--- src/rtl/itdg_pkg.sv ---
package itdg_pkg;

  localparam int unsigned VALUE_W  = 32;
  localparam int unsigned CHAR_W   = 8;
  localparam int unsigned DIGITS   = 10;
  localparam int unsigned BCD_W    = 4 * DIGITS;
  localparam int unsigned IDX_W    = 4;
  localparam int unsigned SHIFT_CW = 5;

  localparam logic [CHAR_W-1:0] SEP_RESET  = 8'd44;
  localparam logic [CHAR_W-1:0] CHAR_ZERO  = 8'h30;
  localparam logic [CHAR_W-1:0] CHAR_MINUS = 8'h2D;

  // Digit positions, counted from the billions digit.
  localparam logic [IDX_W-1:0] IDX_BILLIONS  = 4'd0;
  localparam logic [IDX_W-1:0] IDX_MILLIONS  = 4'd3;
  localparam logic [IDX_W-1:0] IDX_THOUSANDS = 4'd6;
  localparam logic [IDX_W-1:0] IDX_UNITS     = 4'd9;

  localparam logic [SHIFT_CW-1:0] SHIFT_LAST = 5'd31;

  // Character source for one output beat.
  localparam logic [1:0] SEL_SIGN  = 2'd0;
  localparam logic [1:0] SEL_DIGIT = 2'd1;
  localparam logic [1:0] SEL_SEP   = 2'd2;

  typedef struct packed {
    logic       load;
    logic       shift;
    logic       set_idx;
    logic       emit;
    logic [1:0] sel;
    logic       advance;
  } itdg_cmd_t;

  typedef struct packed {
    logic conv_done;
    logic neg;
    logic out_free;
    logic idx_last;
    logic idx_group;
  } itdg_sts_t;

endpackage

--- src/rtl/itdg_if.sv ---
interface itdg_in_if
  import itdg_pkg::*;
();
  logic                      valid;
  logic                      ready;
  logic signed [VALUE_W-1:0] value;

  modport source (output valid, output value, input ready);
  modport sink (input valid, input value, output ready);
endinterface

interface itdg_out_if
  import itdg_pkg::*;
();
  logic              valid;
  logic              ready;
  logic [CHAR_W-1:0] char_out;
  logic              last;

  modport source (output valid, output char_out, output last, input ready);
  modport sink (input valid, input char_out, input last, output ready);
endinterface

--- src/rtl/itdg_dp.sv ---
module itdg_dp
  import itdg_pkg::*;
(
  input  logic                      clk_i,
  input  logic                      rst_ni,
  input  itdg_cmd_t                 cmd_i,
  output itdg_sts_t                 sts_o,
  input  logic signed [VALUE_W-1:0] value_i,
  input  logic                      cfg_we_i,
  input  logic [CHAR_W-1:0]         cfg_wdata_i,
  input  logic                      out_ready_i,
  output logic                      out_valid_o,
  output logic [CHAR_W-1:0]         char_o,
  output logic                      last_o
);

  logic [VALUE_W-1:0]  mag_q;
  logic [BCD_W-1:0]    bcd_q;
  logic [BCD_W-1:0]    bcd_corr;
  logic [SHIFT_CW-1:0] cnt_q;
  logic [IDX_W-1:0]    idx_q;
  logic [IDX_W-1:0]    lead_idx;
  logic                neg_q;
  logic [CHAR_W-1:0]   sep_q;
  logic                out_valid_q;
  logic [CHAR_W-1:0]   char_q;
  logic                last_q;
  logic [CHAR_W-1:0]   char_d;
  logic [3:0]          dig [DIGITS];
  logic [3:0]          dig_cur;

  // Digit 0 is the billions digit, held in the top nibble.
  for (genvar k = 0; k < DIGITS; k++) begin : g_dig
    assign dig[k] = bcd_q[BCD_W-1-4*k -: 4];
  end

  assign dig_cur = dig[idx_q];

  // Add three to every nibble of five or more before each shift.
  always_comb begin
    for (int k = 0; k < DIGITS; k++) begin
      bcd_corr[4*k +: 4] = (bcd_q[4*k +: 4] >= 4'd5) ? bcd_q[4*k +: 4] + 4'd3
                                                      : bcd_q[4*k +: 4];
    end
  end

  // First nonzero digit, or the units digit when the value is zero.
  always_comb begin
    lead_idx = IDX_UNITS;
    for (int k = DIGITS - 1; k >= 0; k--) begin
      if (dig[k] != 4'd0) begin
        lead_idx = IDX_W'(k);
      end
    end
  end

  always_ff @(posedge clk_i) begin
    if (cmd_i.load) begin
      mag_q <= value_i[VALUE_W-1] ? (VALUE_W'(0) - unsigned'(value_i)) : unsigned'(value_i);
      bcd_q <= '0;
    end else if (cmd_i.shift) begin
      mag_q <= {mag_q[VALUE_W-2:0], 1'b0};
      bcd_q <= {bcd_corr[BCD_W-2:0], mag_q[VALUE_W-1]};
    end
  end

  always_ff @(posedge clk_i or negedge rst_ni) begin
    if (!rst_ni) begin
      cnt_q <= '0;
      idx_q <= '0;
      neg_q <= 1'b0;
    end else begin
      if (cmd_i.load) begin
        cnt_q <= '0;
        neg_q <= value_i[VALUE_W-1];
      end else if (cmd_i.shift) begin
        cnt_q <= cnt_q + SHIFT_CW'(1);
      end
      if (cmd_i.set_idx) begin
        idx_q <= lead_idx;
      end else if (cmd_i.advance) begin
        idx_q <= idx_q + IDX_W'(1);
      end
    end
  end

  always_ff @(posedge clk_i or negedge rst_ni) begin
    if (!rst_ni) begin
      sep_q <= SEP_RESET;
    end else if (cfg_we_i) begin
      sep_q <= cfg_wdata_i;
    end
  end

  always_comb begin
    case (cmd_i.sel)
      SEL_SIGN:  char_d = CHAR_MINUS;
      SEL_DIGIT: char_d = CHAR_ZERO + {4'd0, dig_cur};
      SEL_SEP:   char_d = sep_q;
      default:   char_d = sep_q;
    endcase
  end

  always_ff @(posedge clk_i or negedge rst_ni) begin
    if (!rst_ni) begin
      out_valid_q <= 1'b0;
    end else if (cmd_i.emit) begin
      out_valid_q <= 1'b1;
    end else if (out_ready_i) begin
      out_valid_q <= 1'b0;
    end
  end

  always_ff @(posedge clk_i) begin
    if (cmd_i.emit) begin
      char_q <= char_d;
      last_q <= (cmd_i.sel == SEL_DIGIT) && (idx_q == IDX_UNITS);
    end
  end

  // The sequencer shifts on every conversion cycle, so the count alone marks
  // the final shift.
  assign sts_o.conv_done = (cnt_q == SHIFT_LAST);
  assign sts_o.neg       = neg_q;
  assign sts_o.out_free  = !out_valid_q || out_ready_i;
  assign sts_o.idx_last  = (idx_q == IDX_UNITS);
  assign sts_o.idx_group = (idx_q == IDX_BILLIONS) || (idx_q == IDX_MILLIONS) ||
                           (idx_q == IDX_THOUSANDS);

  assign out_valid_o = out_valid_q;
  assign char_o      = char_q;
  assign last_o      = last_q;

endmodule

--- src/rtl/itdg_ctrl.sv ---
module itdg_ctrl
  import itdg_pkg::*;
(
  input  logic      clk_i,
  input  logic      rst_ni,
  input  logic      in_valid_i,
  output logic      in_ready_o,
  input  itdg_sts_t sts_i,
  output itdg_cmd_t cmd_o
);

  localparam logic [2:0] ST_IDLE  = 3'd0;
  localparam logic [2:0] ST_CONV  = 3'd1;
  localparam logic [2:0] ST_LEAD  = 3'd2;
  localparam logic [2:0] ST_SIGN  = 3'd3;
  localparam logic [2:0] ST_DIGIT = 3'd4;
  localparam logic [2:0] ST_SEP   = 3'd5;

  logic [2:0] state_q;
  logic [2:0] state_d;

  always_comb begin
    state_d       = state_q;
    cmd_o         = '0;
    cmd_o.sel     = SEL_DIGIT;
    case (state_q)
      ST_IDLE: begin
        if (in_valid_i) begin
          cmd_o.load = 1'b1;
          state_d    = ST_CONV;
        end
      end
      ST_CONV: begin
        cmd_o.shift = 1'b1;
        if (sts_i.conv_done) begin
          state_d = ST_LEAD;
        end
      end
      ST_LEAD: begin
        cmd_o.set_idx = 1'b1;
        state_d       = sts_i.neg ? ST_SIGN : ST_DIGIT;
      end
      ST_SIGN: begin
        cmd_o.sel = SEL_SIGN;
        if (sts_i.out_free) begin
          cmd_o.emit = 1'b1;
          state_d    = ST_DIGIT;
        end
      end
      ST_DIGIT: begin
        if (sts_i.out_free) begin
          cmd_o.emit = 1'b1;
          if (sts_i.idx_last) begin
            state_d = ST_IDLE;
          end else if (sts_i.idx_group) begin
            state_d = ST_SEP;
          end else begin
            cmd_o.advance = 1'b1;
          end
        end
      end
      ST_SEP: begin
        cmd_o.sel = SEL_SEP;
        if (sts_i.out_free) begin
          cmd_o.emit    = 1'b1;
          cmd_o.advance = 1'b1;
          state_d       = ST_DIGIT;
        end
      end
      default: begin
        state_d = ST_IDLE;
      end
    endcase
  end

  always_ff @(posedge clk_i or negedge rst_ni) begin
    if (!rst_ni) begin
      state_q <= ST_IDLE;
    end else begin
      state_q <= state_d;
    end
  end

  assign in_ready_o = (state_q == ST_IDLE);

endmodule

--- src/rtl/int_to_decimal_grouped_core.sv ---
// Signed 32-bit integer to grouped decimal ASCII. Each input beat carries one
// two's complement value; the block answers with its decimal text, one
// character per output beat, most significant first: a '-' for a negative
// value, then the digits of the magnitude without leading zeros, with the
// separator byte placed after the billions, millions and thousands digits
// once the first digit has been printed. The units digit is flagged with
// last. The most negative value prints as its true magnitude 2147483648.
// Timing: after an input beat is taken, a double-dabble converter shifts the
// magnitude into ten BCD digits at one bit per cycle, a lead state locates
// the leading digit, and then one character is produced per cycle while the
// output side keeps up. An item has 1 to 14 characters, and the next value
// is accepted in the cycle after the units digit enters the output register.
// The output register holds that final character while the next value is
// converting. The user must write the separator through cfg_we_i/cfg_wdata_i
// only while no item is in flight; the block itself does not enforce this.
// The separator resets to a comma.
module int_to_decimal_grouped_core
  import itdg_pkg::*;
(
  input  logic              clk_i,
  input  logic              rst_ni,
  itdg_in_if.sink           item_i,
  itdg_out_if.source        char_o,
  input  logic              cfg_we_i,
  input  logic [CHAR_W-1:0] cfg_wdata_i
);

  // Commands from the sequencer and status back from the datapath.
  itdg_cmd_t cmd;
  itdg_sts_t sts;

  // The sequencer owns the input handshake: it is ready only between items.
  itdg_ctrl u_ctrl (
    .clk_i      (clk_i),
    .rst_ni     (rst_ni),
    .in_valid_i (item_i.valid),
    .in_ready_o (item_i.ready),
    .sts_i      (sts),
    .cmd_o      (cmd)
  );

  // The datapath holds the magnitude shifter, the BCD digits, the digit
  // pointer, the separator register and the output register.
  itdg_dp u_dp (
    .clk_i       (clk_i),
    .rst_ni      (rst_ni),
    .cmd_i       (cmd),
    .sts_o       (sts),
    .value_i     (item_i.value),
    .cfg_we_i    (cfg_we_i),
    .cfg_wdata_i (cfg_wdata_i),
    .out_ready_i (char_o.ready),
    .out_valid_o (char_o.valid),
    .char_o      (char_o.char_out),
    .last_o      (char_o.last)
  );

endmodule

--- src/flat_wrapper.sv ---
// flat-port wrapper written by rule: the top's interface ports become plain ports
module int_to_decimal_grouped_core_flat import itdg_pkg::*;
  (clk_i, rst_ni, cfg_we_i, cfg_wdata_i, item_i_valid, item_i_value, item_i_ready, char_o_valid, char_o_char_out, char_o_last, char_o_ready);
  itdg_in_if item_i_i ();
  itdg_out_if char_o_i ();
  input  logic clk_i;
  input  logic rst_ni;
  input  logic cfg_we_i;
  input  logic [CHAR_W-1:0] cfg_wdata_i;
  input wire logic [$bits(item_i_i.valid)-1:0] item_i_valid;
  input wire logic [$bits(item_i_i.value)-1:0] item_i_value;
  output wire logic [$bits(item_i_i.ready)-1:0] item_i_ready;
  output wire logic [$bits(char_o_i.valid)-1:0] char_o_valid;
  output wire logic [$bits(char_o_i.char_out)-1:0] char_o_char_out;
  output wire logic [$bits(char_o_i.last)-1:0] char_o_last;
  input wire logic [$bits(char_o_i.ready)-1:0] char_o_ready;
  assign item_i_i.valid = item_i_valid;
  assign item_i_i.value = item_i_value;
  assign item_i_ready = item_i_i.ready;
  assign char_o_valid = char_o_i.valid;
  assign char_o_char_out = char_o_i.char_out;
  assign char_o_last = char_o_i.last;
  assign char_o_i.ready = char_o_ready;
  int_to_decimal_grouped_core u_core (.clk_i(clk_i), .rst_ni(rst_ni), .item_i(item_i_i), .char_o(char_o_i), .cfg_we_i(cfg_we_i), .cfg_wdata_i(cfg_wdata_i));
endmodule
--- config.mk ---
export PLATFORM = sky130hd
export DESIGN_NAME = int_to_decimal_grouped_core_flat
export DESIGN_NICKNAME = d
export VERILOG_FILES = /design/src/rtl/itdg_pkg.sv /design/src/rtl/itdg_if.sv /design/src/rtl/itdg_dp.sv /design/src/rtl/itdg_ctrl.sv /design/src/rtl/int_to_decimal_grouped_core.sv /design/src/flat_wrapper.sv
export SDC_FILE = /design/constraint.sdc
export NUM_CORES = 1
export LEC_CHECK = 0
export ABC_AREA = 1
export ABC_CLOCK_PERIOD_IN_PS = 2700
export BUFFER_PORTS_ARGS = -buffer_cell sky130_fd_sc_hd__buf_2
export CORE_AREA = 2 2 81 142
export CTS_CLUSTER_DIAMETER = 200
export DETAILED_ROUTE_END_ITERATION = 12
export DIE_AREA = 0 0 83 144
export PLACE_DENSITY = 0.8
export SLEW_MARGIN = 20
export SYNTH_ARGS = -nofsm -noshare
export SYNTH_HDL_FRONTEND = slang
export SYNTH_HIERARCHICAL = 1
export SYNTH_SLANG_ARGS = --single-unit
--- constraint.sdc ---
create_clock -name clk_i -period 2.7 [get_ports clk_i]
set_clock_uncertainty 0.2 [all_clocks]
set_input_delay 0 -clock clk_i [delete_from_list [all_inputs] [get_ports clk_i]]
set_output_delay 0 -clock clk_i [all_outputs]
set_load 0.05 [all_outputs]
== Word-level counts from Yosys, hierarchy flattened ==
Cells that the tools add are included.

* Logic and storage cells: 125
* Register bits after elaboration: 103
* Input port bits: 45
* Output and inout bits: 11

* Equality and inequality tests: 15
* Mux-type cells: 51
* Reductions and logical operators: 23
* $add $sub $neg: 14
* Bitwise operators: 1
* $lt $le $gt $ge: 11

{| class="wikitable"
|+ Operators with widths
! kind !! number
|-
| 32-bit 2-to-1 mux || 3
|-
| 4-bit 2-to-1 mux || 21
|-
| 4-bit by 3-bit >= comparator with 1-bit output (second input constant) || 10
|-
| 4-bit by 2-bit adder with 4-bit output (second input constant) || 9
|-
| 4-bit nonzero test || 9
|-
| 1-bit by 32-bit subtractor with 32-bit output (first input constant) || 1
|-
| 3-bit 2-to-1 mux || 8
|-
| 4-bit binary-select mux with 4-bit select || 1
|-
| 8-bit case mux with 2 select lines || 1
|-
| 3-bit case mux with 5 select lines || 1
|-
| 1-bit 2-to-1 mux || 12
|-
| 5-bit 2-to-1 mux || 2
|-
| 6-bit by 4-bit adder with 7-bit output (first input constant) || 1
|-
| 3-bit by 2-bit equality test with 1-bit output (second input constant) || 2
|-
| 3-bit equality test (second input constant) || 2
|-
| 2-bit by 1-bit inequality test with 1-bit output (second input constant) || 3
|-
| 2-bit nonzero test || 3
|-
| 5-bit by 1-bit adder with 5-bit output (second input constant) || 1
|-
| 5-bit equality test (second input constant) || 1
|-
| 5-bit >= comparator (second input constant) || 1
|-
| 4-bit inverter with 5-bit output || 1
|-
| 5-bit AND reduction || 1
|-
| 4-bit by 1-bit adder with 4-bit output (second input constant) || 1
|-
| 4-bit by 2-bit equality test with 1-bit output (second input constant) || 1
|-
| other kinds (17) || 19
|}

== Logic depth before layout (Yosys ltp) ==
Gate-level depths: netlist of the first run.

* Depth after elaboration: 11
* Gate-level depth with buffers: 13
* Depth with buffers taken out: 13

== Hierarchy ==
The synthesis of the first run kept the hierarchy.

{| class="wikitable"
|+ By module, submodules not included
! module !! instances !! sequential area each (sq um) !! area an instance (sq um) !! cells an instance
|-
| itdg_dp || 1 || 2511.2 || 6124.6 || 790
|-
| itdg_ctrl || 1 || 75.1 || 332.8 || 56
|}

== Least setup slack after synthesis of the first run ==
No wires, ideal clock.

* Kind: register to register
* Start point: reg u_core.u_ctrl.state_q[1]
* End point: reg u_core.u_dp.mag_q[0], enable pin
* Required time: 2.123 ns
* Stages on the path, launching flop included: 8
* Arrival: 1.695 ns
* Setup slack: 0.427 ns
* Buffers on the path: 2
* Period minus slack after synthesis: 2.273 ns
* Setup time: 0.377 ns
* Cell sequence: dfrtp_1 nor2_2 nand2_1 nor2_1 buf_4 inv_2 nand2_1 buf_2

{| class="wikitable"
|+ RTL lines
! what !! RTL line !! source
|-
| start: declaration || itdg_ctrl.sv:19 || <nowiki>logic [2:0] state_q;</nowiki>
|-
| start signal: assignment || itdg_ctrl.sv:80 || <nowiki>state_q <= state_d;</nowiki>
|-
| end signal: assignment || itdg_dp.sv:59 || <nowiki>mag_q <= value_i[VALUE_W-1] ? (VALUE_W'(0) - unsigned'(value_i)) : unsigned'(value_i);</nowiki>
|-
| end signal: assignment || itdg_dp.sv:62 || <nowiki>mag_q <= {mag_q[VALUE_W-2:0], 1'b0};</nowiki>
|-
| end: declaration || itdg_dp.sv:17 || <nowiki>logic [VALUE_W-1:0] mag_q;</nowiki>
|}

== Worst setup path in the final report of the first run ==
* Start point: in item_i_value[0]
* End point: reg u_core.u_dp.mag_q[30], data pin

* Word-level cells in the longest chain between the ends: 3

{| class="wikitable"
|+ Ends and longest elaborated chain
! what !! RTL line !! source
|-
| start: declaration || flat_wrapper.sv:11 || <nowiki>input wire logic [$bits(item_i_i.value)-1:0] item_i_value;</nowiki>
|-
| 1-bit by 32-bit subtractor with 32-bit output || itdg_dp.sv:59 ||
|-
| 32-bit 2-to-1 mux || itdg_dp.sv:59 ||
|-
| 32-bit 2-to-1 mux || itdg_dp.sv:58 || <nowiki>if (cmd_i.load) begin</nowiki>
|}

No other way between the ends.
A chain may end at the register's enable or synchronous reset.

==> summary.txt, run 1 <==
Layout
  • Non-Filler Instances: 1086
  • Cell area after layout: 7680 um2
  • Final net count: 1021
  • Most frequent cells in the layout: nand2_1, inv_1, o21ai_0, dlygate4sd3_1, buf_2
  • Area Overhead vs Synth: 19.0%
  • ANT cells: 0
  • Share of post-route cells with drive strength above 1: 0.130
  • Most common cell after layout, fill and taps aside: nand2_1

STA
  • Final min period: 2.53 ns
  • Setup violators final: 0
  • Relative slew margins: 0.344
  • Post-route clock period utilization: 0.937
  • Worst-margin pin slew: 0.981 ns
  • Fin Setup TNS: 0 ns
  • Final hold vios: 0
  • Setup WS post-layout: 0.170 ns
  • Max Clock Freq: 0.395 GHz
  • Slew Limit Fails: 0
  • Unrepaired setup endpoints after global routing: no

Pwr
  • Power Total: 7.48 mW
  • VDD IR-drop max: 0.691 mV
  • PD cells: 974 nW/um2
  • Leak Pwr: 3.40 nW

Floorplanning
  • Chip Width: 83 um
  • Total Die Area: 12000 um2
  • Total core area: 10900 um2
  • Initial Utilization: 0.592
  • I/O Pins: 56
  • Die Y: 144 um
  • Standard-cell rows: 51

Clocking
  • CTS tree: yes
  • Total CTS buffers: 9
  • Clock insertion delay at the later pin of the skew report: 0.35 ns
  • Clock transition at the registers of the reported paths: 0.07 ns
  • Max Root-Sink Buffers: 2
  • CTS H-tree depth: 3
  • CTS sink cnt: 103
  • Root Driver: clkbuf_16
  • Number of buffers added for setup after CTS: 0

Critical path
  • Reg2Reg Capture Point: u_core/u_dp/idx_q[2]
  • Worst r2r src: u_core/u_dp/idx_q[1]
  • WS Path Type: in2reg
  • FF-to-FF path depth: 11
  • Startpoint Class: input pin
  • CP required: 2.60 ns
  • Cell family with most CP delay: buffers and inverters
  • CP peak stage delay: 0.55 ns
  • Critical-path maximum fanout: 7
  • Crit path DAT: 2.43 ns
  • CP cell instances: dlygate4sd3_1, buf_2, inv_1, ha_1, nand4_4, nor2_8, nand4_2, nand2_2, nand3_1, nand3_1, dlygate4sd3_1, nand2_1
  • Max stage delay cell, worst path: dlygate4sd3_1
  • WP buf/inv: 4
  • CP endpoint kind: flip-flop
  • Flop2flop setup slack: 0.32 ns

Route
  • Drt total wl: 16400 um
  • # DRC: 0
  • Iteration-0 DRC Markers: 350
  • Pre-Repair DR Iteration Count: 5
  • Wirelength per Cell: 15.1 um
  • Vias per cell: 5.65
  • Detail Route Antenna Nets: 0
  • Vias: 6139

Yosys
  • Synth cell types: 47
  • Synthesis-stage register bit count: 103
  • Avg Inst Size Synth: 7.63 um2
  • Yosys Warn Count: 6
  • Synth Net Count: 918
  • Post-synth ARST share: 0.214
  • Seq/Total Area, Yosys: 0.401
  • Post-Syn Area: 6460 um2
  • Number of synthesized flops with an enable pin: 41
  • Synth Flop Type: edfxtp_1
  • Syn Inst Count: 846

Worst hold path
  • Min-delay worst type: in2reg
  • Cell count of the worst hold path: 5
  • Hold_sp: item_i_valid
  • Hold EP: u_core/u_dp/cnt_q[0]

Place
  • Dpl cells: 1014
  • Placement Cell Area: 6840 um2
  • Port Buffers: 55
  • Place WS: 0.399 ns
  • HPWL after detailed placement: 11000 um
  • Gp weighted congestion: 0.873

Outcome
  • Outcome: finished clean

Flow run
  • Max cap viols: 0

Global routing
  • Largest net degree at the start of global routing: 60
  • Gr usage total: 0.280
  • Initial antenna violation count: 0
  • Final global-route overflow total: 0
  • First-pass GRT wire length: 27100 um
  • Vias in the first global route: 6122
[cell type report]
class,count,area (um2)
inverters,112,425
well taps,132,165
multi-input cells,602,3290
clock buffers,10,229
fillers,867,3230
clock inverters,6,53.8
repair buffers,121,936
flip-flops and latches,103,2590
[how the worst max path moves through the flow]
stage                       endpoint                     start  slack (ns)  cells after the start
6_report       u_core/u_dp/mag_q[30]           item_i_value[0]        0.17                     12
5_1_grt        u_core/u_dp/mag_q[30]           item_i_value[0]        0.08                     12
4_1_cts        u_core/u_dp/mag_q[30]           item_i_value[0]        0.24                     12
3_5_place_dp    u_core/u_dp/idx_q[2]      u_core/u_dp/idx_q[1]        0.40                     11
3_3_place_gp    u_core/u_dp/idx_q[1]      u_core/u_dp/idx_q[1]        0.44                     10
2_1_floorplan   u_core/u_dp/mag_q[0]  u_core/u_ctrl/state_q[1]        0.43                      7
[flip-flops by register name, indices dropped and copies added, names as in the netlist]
name	flops
u_core/u_dp/mag_q	32
u_core/u_dp/idx_q	4
u_core/u_ctrl/state_q	3
u_core/u_dp/char_o	8
u_core/u_dp/sep_q	8
u_core/u_dp/cnt_q	5
u_core/u_dp/neg_q	1
u_core/u_dp/last_o	1
u_core/u_dp/out_valid_o	1
u_core/u_dp/bcd_q	40
[through the flow]
stage,util,hold slack [ns]
global placement,0.627,-0.193
CTS,0.704,0.0274
finish,0.704,0.0292
global route,0.704,0.0874
floorplan,-,-0.496
detailed placement,0.627,-0.193
[synthesized netlist by cell type, drive strengths merged (6+ instances only)]
cell type    n  area [um2]
a21oi       46         234
a31oi        8        50.1
buf         16         105
clkbuf      13        58.8
dfrtp       19         475
dfxtp       40         801
edfxtp      41        1230
ha          27         338
inv        110         413
nand2      201         782
nand3       57         305
nand4        7        65.1
nor2        58         269
nor3        14        70.1
o211ai      11        82.6
o21ai      101         517
o22ai       18         113
o31ai        6        45.0
xor2        21         184
[cells by family (layout without fill, tap and decap cells)]
kind of cell             after synthesis  in the layout  share of synthesized area
flip-flops                           103            103                      0.401
buffers and inverters                141            249                     0.0913
XOR/XNOR                              24             24                     0.0326
adder cells (fa/ha/maj)               27             27                     0.0523
AO/OA/AOI/OAI                        203            203                      0.177
AND/OR/NAND/NOR                      343            343                      0.237
multiplexers                           5              5                    0.00872
[per-layer routing]
layer / GRT usage / share of wire
met3: 0.0457 / 0.042
met4: 0.145 / 0.037
met5: 0 / 0
met1: 0.280 / 0.37
met2: 0.549 / 0.55
[power by group]
| part | switching, mW | internal (mW) |
|---|---|---|
| registers | 0.371 | 2.39 |
| logic | 2.37 | 1.12 |
| clock network | 0.591 | 0.642 |
[tightest hold or removal path: stages]
cell,delay (ns)
buf_2,0.07
inv_1,0.05
nor2_2,0.09
buf_4,0.24
nor3_1,0.09
[what timing repair did]
action / in CTS / in global routing
gates resized for setup: 0 / 0
hold endpoints to repair: 67 / 0
hold buffers: 56 / 0
Power figures use the tool's default switching activity.
==> run 2, diff against run 1 <==
--- a/config.mk
+++ b/config.mk
@@ -6,13 +6,13 @@
 export NUM_CORES = 1
 export LEC_CHECK = 0
 export ABC_AREA = 1
-export ABC_CLOCK_PERIOD_IN_PS = 2700
+export ABC_CLOCK_PERIOD_IN_PS = 2500
 export BUFFER_PORTS_ARGS = -buffer_cell sky130_fd_sc_hd__buf_2
-export CORE_AREA = 2 2 81 142
+export CORE_AREA = 2 2 83 145
 export CTS_CLUSTER_DIAMETER = 200
 export DETAILED_ROUTE_END_ITERATION = 12
-export DIE_AREA = 0 0 83 144
-export PLACE_DENSITY = 0.8
+export DIE_AREA = 0 0 85 147
+export PLACE_DENSITY = 0.77
 export SLEW_MARGIN = 20
 export SYNTH_ARGS = -nofsm -noshare
 export SYNTH_HDL_FRONTEND = slang
==> constraint.sdc (replaced) <==
create_clock -name clk_i -period 2.5 [get_ports clk_i]
set_clock_uncertainty 0.2 [all_clocks]
set_input_delay 0 -clock clk_i [delete_from_list [all_inputs] [get_ports clk_i]]
set_output_delay 0 -clock clk_i [all_outputs]
set_load 0.05 [all_outputs]
==> run 2 against run 1 <==
  * First-iteration DRC count increased by 24%
  * Non-clock buffer count rose by 10
  * Flip-flop and latch count unchanged
  * Wire length up 6.9%
  * Hold slack gained 0.029 ns
  * Highest routed layer unchanged
  * Clock-buffer cell count grew 4
  * Critical path type unchanged
  * Sequential power grew 8.0%
==> summary.txt, run 2 (same netlist as run 1, synthesis figures left out) <==
Route
  • Pre-Repair DR Iteration Count: 6
  • # DRC: 0
  • Drt total wl: 17500 um
  • Iteration-0 DRC Markers: 434
  • Vias per cell: 5.71
  • Detail Route Antenna Nets: 0
  • Vias: 6274
  • Wirelength per Cell: 15.9 um

Pwr
  • Switching share of power: 0.438
  • Switching pwr: 3.66 mW
  • PD cells: 1070 nW/um2
  • Comb pwr share: 0.462
  • Flop pwr share: 0.356
  • Leak Pwr: 3.46 nW
  • VDD IR-drop max: 0.966 mV
  • Clock share of power: 0.182
  • P_int: 4.70 mW

Layout
  • # fillers: 898
  • Biggest regs: u_core/u_dp/bcd_q: 40 flops, u_core/u_dp/mag_q: 32 flops
  • Most common cell after layout, fill and taps aside: nand2_1
  • ANT cells: 0
  • Number of flip-flops in the largest register: 40
  • Final net count: 1031
  • Share of post-route cells with drive strength above 1: 0.138
  • Most frequent cells in the layout: nand2_1, inv_1, o21ai_0, dlygate4sd3_1, buf_2
  • Area Overhead vs Synth: 20.6%
  • Top reg by flops: u_core/u_dp/bcd_q

Global routing
  • Vias in the first global route: 6300
  • Final global-route overflow total: 0
  • Largest net degree at the start of global routing: 41
  • First-pass GRT wire length: 28800 um
  • Initial antenna violation count: 0
  • Gr usage total: 0.283

Floorplanning
  • I/O Pins: 56
  • Standard-cell rows: 52
  • Total core area: 11400 um2
  • Chip Width: 85 um
  • Initial Utilization: 0.567
  • Total Die Area: 12500 um2
  • Die Y: 147 um

Critical path
  • CP endpoint kind: flip-flop
  • CP cell instances: dlygate4sd3_1, buf_2, inv_1, ha_4, nand4_4, nor2_8, nand4_2, nand2_2, nand3_1, nand3_1, dlygate4sd3_1, nand2_1
  • CP peak stage delay: 0.54 ns
  • WS Path Type: in2reg
  • Startpoint Class: input pin
  • Max stage delay cell, worst path: dlygate4sd3_1
  • Critical-path maximum fanout: 6
  • CP required: 2.41 ns
  • Crit path DAT: 2.32 ns

STA
  • Slew Limit Fails: 0
  • Final hold vios: 0
  • Final min period: 2.41 ns
  • Post-route clock period utilization: 0.966
  • Max Clock Freq: 0.414 GHz
  • Setup violators final: 0
  • Unrepaired setup endpoints after global routing: no
  • Worst-margin pin slew: 0.542 ns
  • Relative slew margins: 0.639
  • Fin Setup TNS: 0 ns
  • Hold_ws: 0.0585 ns

Place
  • Port Buffers: 55
  • Gp weighted congestion: 0.950
  • HPWL after detailed placement: 11800 um

Clocking
  • Max Root-Sink Buffers: 2
  • Clock insertion delay at the later pin of the skew report: 0.35 ns
  • CTS sink cnt: 103
  • Root Driver: clkbuf_16
  • CTS tree: yes
  • Total CTS buffers: 9
  • Clock transition at the registers of the reported paths: 0.07 ns
  • CTS H-tree depth: 3

Outcome
  • Outcome: finished clean

Flow run
  • Max cap viols: 0

Worst hold path
  • Min-delay worst type: in2reg
[run 2: changes by cell type in the layout (fill, tap and decap cells not counted), moves of 2 or more]
| cell | previous run | this run |
|---|---|---|
| clkbuf_16 | 9 | 11 |
| inv_6 | 2 | 0 |
| buf_4 | 8 | 20 |
| clkinv_4 | 3 | 1 |
| buf_12 | 2 | 0 |
| clkbuf_1 | 1 | 3 |
[run 2: metrics by stage]
stage / instances / total power, mW / instance area [um2] / worst slack [ns] / util
detailed placement: 1024 / 6.67 / 6870 / 0.317 / 0.603
global placement: 1024 / 6.59 / 6870 / 0.377 / 0.603
CTS: 1097 / 8.27 / 7760 / 0.0632 / 0.682
global route: 1099 / 8.94 / 7790 / 0.00791 / 0.684
floorplan: 846 / 5.64 / 6460 / 0.227 / -
finish: 1099 / 8.37 / 7790 / 0.0851 / 0.684
[run 2: final timing paths]
check                                         startpoint                        to  slack [ns]  depth (start not counted)
worst min register to register     u_core/u_dp/mag_q[31]      u_core/u_dp/bcd_q[0]        0.26                          2
min in group asynchronous                         rst_ni      u_core/u_dp/sep_q[0]        0.49                          3
worst min-delay path                        item_i_valid  u_core/u_ctrl/state_q[1]        0.06                          7
worst max-delay path                     item_i_value[0]     u_core/u_dp/mag_q[30]        0.09                         12
max in group asynchronous                         rst_ni      u_core/u_dp/sep_q[5]        1.23                          3
worst max register to register  u_core/u_ctrl/state_q[1]     u_core/u_dp/mag_q[30]        0.16                          7
[run 2: cell type report]
| cell class | count | area (um2) | share of cell area |
|---|---|---|---|
| repair buffers | 131 | 986 | 0.127 |
| clock buffers | 14 | 287 | 0.0368 |
| multi-input cells | 602 | 3300 | 0.424 |
| inverters | 112 | 425 | 0.0546 |
| clock inverters | 2 | 35.0 | 0.00450 |
| well taps | 135 | 169 | 0.0217 |
| flip-flops and latches | 103 | 2590 | 0.332 |
[run 2: metal layers]
layer,global-route usage,share of wire,vias to the layer above
li1,-,-,3066
met1,0.294,0.37,2920
met2,0.537,0.55,228
met3,0.0399,0.040,60
met4,0.140,0.042,0
met5,0,0,-
[run 2: critical path: cells and delay by family]
family | cells | cell delay, ns
and+or+nand+nor | 7 | 0.77
buffers and inverters | 4 | 1.36
adders and majority gates | 1 | 0.19
[run 2: power groups by stage]
stage,clock network [mW],registers [mW],logic (mW)
floorplan,0,3.12,2.52
global placement,0,2.99,3.60
detailed placement,0,3.00,3.67
CTS,1.53,2.97,3.77
global route,1.60,3.05,4.29
finish,1.52,2.98,3.86
[run 2: timing repair]
item                                    in CTS  in global routing
endpoints found under the hold margin       68                  0
gates resized for setup                      0                  2
endpoints found under the setup margin       0                  9
hold buffers                                57                  0
setup buffers                                0                  3
==> run 3, diff against run 2 <==
--- a/config.mk
+++ b/config.mk
@@ -13,6 +13,7 @@
 export DETAILED_ROUTE_END_ITERATION = 12
 export DIE_AREA = 0 0 85 147
 export PLACE_DENSITY = 0.77
+export REMOVE_ABC_BUFFERS = 1
 export SLEW_MARGIN = 20
 export SYNTH_ARGS = -nofsm -noshare
 export SYNTH_HDL_FRONTEND = slang
==> run 3 against run 2 <==
  * Non-clock buffer count is 1 lower
  * Register-to-register slack worse by 0.02 ns
  * Wire length is 6.6% lower
  * First-iteration DRC count is 21% lower
  * Setup slack better by 0.021 ns
  * Critical endpoint unchanged
==> summary.txt, run 3 (same netlist as run 1, synthesis figures left out) <==
Global routing
  • Met2 Use GR: 0.500
  • Gr usage total: 0.262
  • GR met3 Demand/Resource: 0.0287
  • Initial antenna violation count: 0
  • Top Usage Layer GRT: met2
  • First-pass GRT wire length: 26800 um
  • Largest net degree at the start of global routing: 63
  • Final global-route overflow total: 0
  • Vias in the first global route: 6110
  • GR Layer Usage met1: 0.270

Place
  • Gp weighted congestion: 0.921
  • HPWL after detailed placement: 11300 um
  • Port Buffers: 55

STA
  • Final hold vios: 0
  • Max Clock Freq: 0.418 GHz
  • Worst-margin pin slew: 0.524 ns
  • Relative slew margins: 0.648
  • Final min period: 2.39 ns
  • Fin Setup TNS: 0 ns
  • Post-route clock period utilization: 0.958
  • Hold_ws: 0.0229 ns
  • Unrepaired setup endpoints after global routing: no
  • Setup violators final: 0
  • Slew Limit Fails: 0

Critical path
  • CP cell instances: dlygate4sd3_1, buf_2, inv_1, ha_2, nand4_4, nor2_8, nand4_2, nand2_2, nand3_1, nand3_1, dlygate4sd3_1, nand2_1
  • Critical-path maximum fanout: 5
  • Crit path DAT: 2.29 ns
  • Flop2flop setup slack: 0.14 ns
  • Worst r2r src: u_core/u_ctrl/state_q[1]
  • Startpoint Class: input pin
  • FF-to-FF path depth: 7
  • Max stage delay cell, worst path: dlygate4sd3_1
  • CP peak stage delay: 0.55 ns
  • CP endpoint kind: flip-flop
  • CP required: 2.40 ns
  • WS Path Type: in2reg
  • Reg2Reg Capture Point: u_core/u_dp/mag_q[30]

Clocking
  • Max Root-Sink Buffers: 2
  • Clock transition at the registers of the reported paths: 0.07 ns
  • CTS H-tree depth: 3
  • CTS sink cnt: 103
  • CTS tree: yes
  • Clock insertion delay at the later pin of the skew report: 0.35 ns
  • Total CTS buffers: 9
  • Root Driver: clkbuf_16

Floorplanning
  • Total Die Area: 12500 um2
  • Chip Width: 85 um
  • Die Y: 147 um
  • Standard-cell rows: 52
  • Total core area: 11400 um2
  • I/O Pins: 56
  • Initial Utilization: 0.567

Pwr
  • PD cells: 1060 nW/um2
  • VDD IR-drop max: 0.778 mV
  • Switching share of power: 0.435
  • Comb pwr share: 0.463
  • Clock share of power: 0.176
  • Leak Pwr: 3.46 nW
  • Flop pwr share: 0.360
  • P_int: 4.66 mW
  • Switching pwr: 3.60 mW

Route
  • # DRC: 0
  • Detail Route Antenna Nets: 0
  • Vias: 6157
  • Iteration-0 DRC Markers: 344
  • Wirelength per Cell: 14.9 um
  • Pre-Repair DR Iteration Count: 5
  • Vias per cell: 5.61
  • Drt total wl: 16400 um

Layout
  • Final net count: 1030
  • Area Overhead vs Synth: 20.8%
  • # fillers: 901
  • Most frequent cells in the layout: nand2_1, inv_1, o21ai_0, dlygate4sd3_1, buf_2
  • Share of post-route cells with drive strength above 1: 0.141
  • Number of flip-flops in the largest register: 40
  • Top reg by flops: u_core/u_dp/bcd_q
  • ANT cells: 0
  • Most common cell after layout, fill and taps aside: nand2_1
  • Biggest regs: u_core/u_dp/bcd_q: 40 flops, u_core/u_dp/mag_q: 32 flops

Worst hold path
  • Hold_sp: item_i_valid
  • Hold EP: u_core/u_ctrl/state_q[2]
  • Min-delay worst type: in2reg
  • Cell count of the worst hold path: 7

Flow run
  • Max cap viols: 0

Outcome
  • Outcome: finished clean
[run 3: cell types whose count changed in the layout (fill, tap and decap cells not counted), moves of 2 or more]
cell	before	now
clkinv_4	1	4
clkbuf_16	11	9
buf_12	0	3
clkbuf_1	3	0
buf_4	20	15
[run 3: worst max-delay path, delay by kind of cell]
| kind | cells | cell delay (ns) |
|---|---|---|
| buffers and inverters | 4 | 1.31 |
| and+or+nand+nor | 7 | 0.75 |
| adders and majority gates | 1 | 0.23 |
[run 3: worst max path at each step]
stage                                        to  slack (ns)  cells after the start                     start
after global placement     u_core/u_dp/idx_q[3]        0.33                     10      u_core/u_dp/idx_q[1]
after detailed placement   u_core/u_dp/idx_q[2]        0.25                     11      u_core/u_dp/idx_q[1]
final                     u_core/u_dp/mag_q[30]        0.11                     12           item_i_value[0]
after global routing      u_core/u_dp/mag_q[30]       0.005                     12           item_i_value[0]
after floorplan            u_core/u_dp/mag_q[0]       -2.01                      5  u_core/u_ctrl/state_q[1]
after CTS                  u_core/u_dp/sep_q[6]        0.11                      4                    rst_ni
[run 3: timing repair]
action	4_1_cts	5_1_grt
endpoints found under the setup margin	0	5
endpoints found under the hold margin	67	0
setup buffers	0	4
hold buffers	57	0
resized for setup	0	2
[run 3: stage by stage]
step	utilization	cells	setup slack (ns)	cell area (um2)	power (mW)
final	0.685	1098	0.106	7800	8.26
after detailed placement	0.605	1021	0.247	6890	6.70
after floorplan	-	817	-2.01	6290	5.48
after global placement	0.605	1021	0.325	6890	6.63
after CTS	0.683	1094	0.105	7770	8.25
after global routing	0.685	1098	0.00514	7800	8.85
[run 3: metal layers]
| layer | vias up | share of wire |
|---|---|---|
| met2 | 235 | 0.53 |
| met3 | 56 | 0.046 |
| met4 | 0 | 0.046 |
| li1 | 3065 | - |
| met1 | 2801 | 0.38 |
| met5 | - | 0 |
[run 3: area by class of cell]
cell class / instances / area [um2] / share of cell area
Inverter: 112 / 425 / 0.0545
Multi-Input combinational cell: 602 / 3290 / 0.422
Clock buffer: 10 / 239 / 0.0306
Clock inverter: 6 / 76.3 / 0.00979
Timing Repair Buffer: 130 / 1010 / 0.130
Sequential cell: 103 / 2590 / 0.332
Tap cell: 135 / 169 / 0.0217
[run 3: power by group through the flow]
stage          Clock (mW)  Combinational [mW]  Sequential (mW)
2_1_floorplan           0                2.28             3.20
3_3_place_gp            0                3.66             2.98
3_5_place_dp            0                3.70             3.00
4_1_cts              1.47                3.80             2.97
5_1_grt              1.53                4.27             3.05
6_report             1.46                3.83             2.98
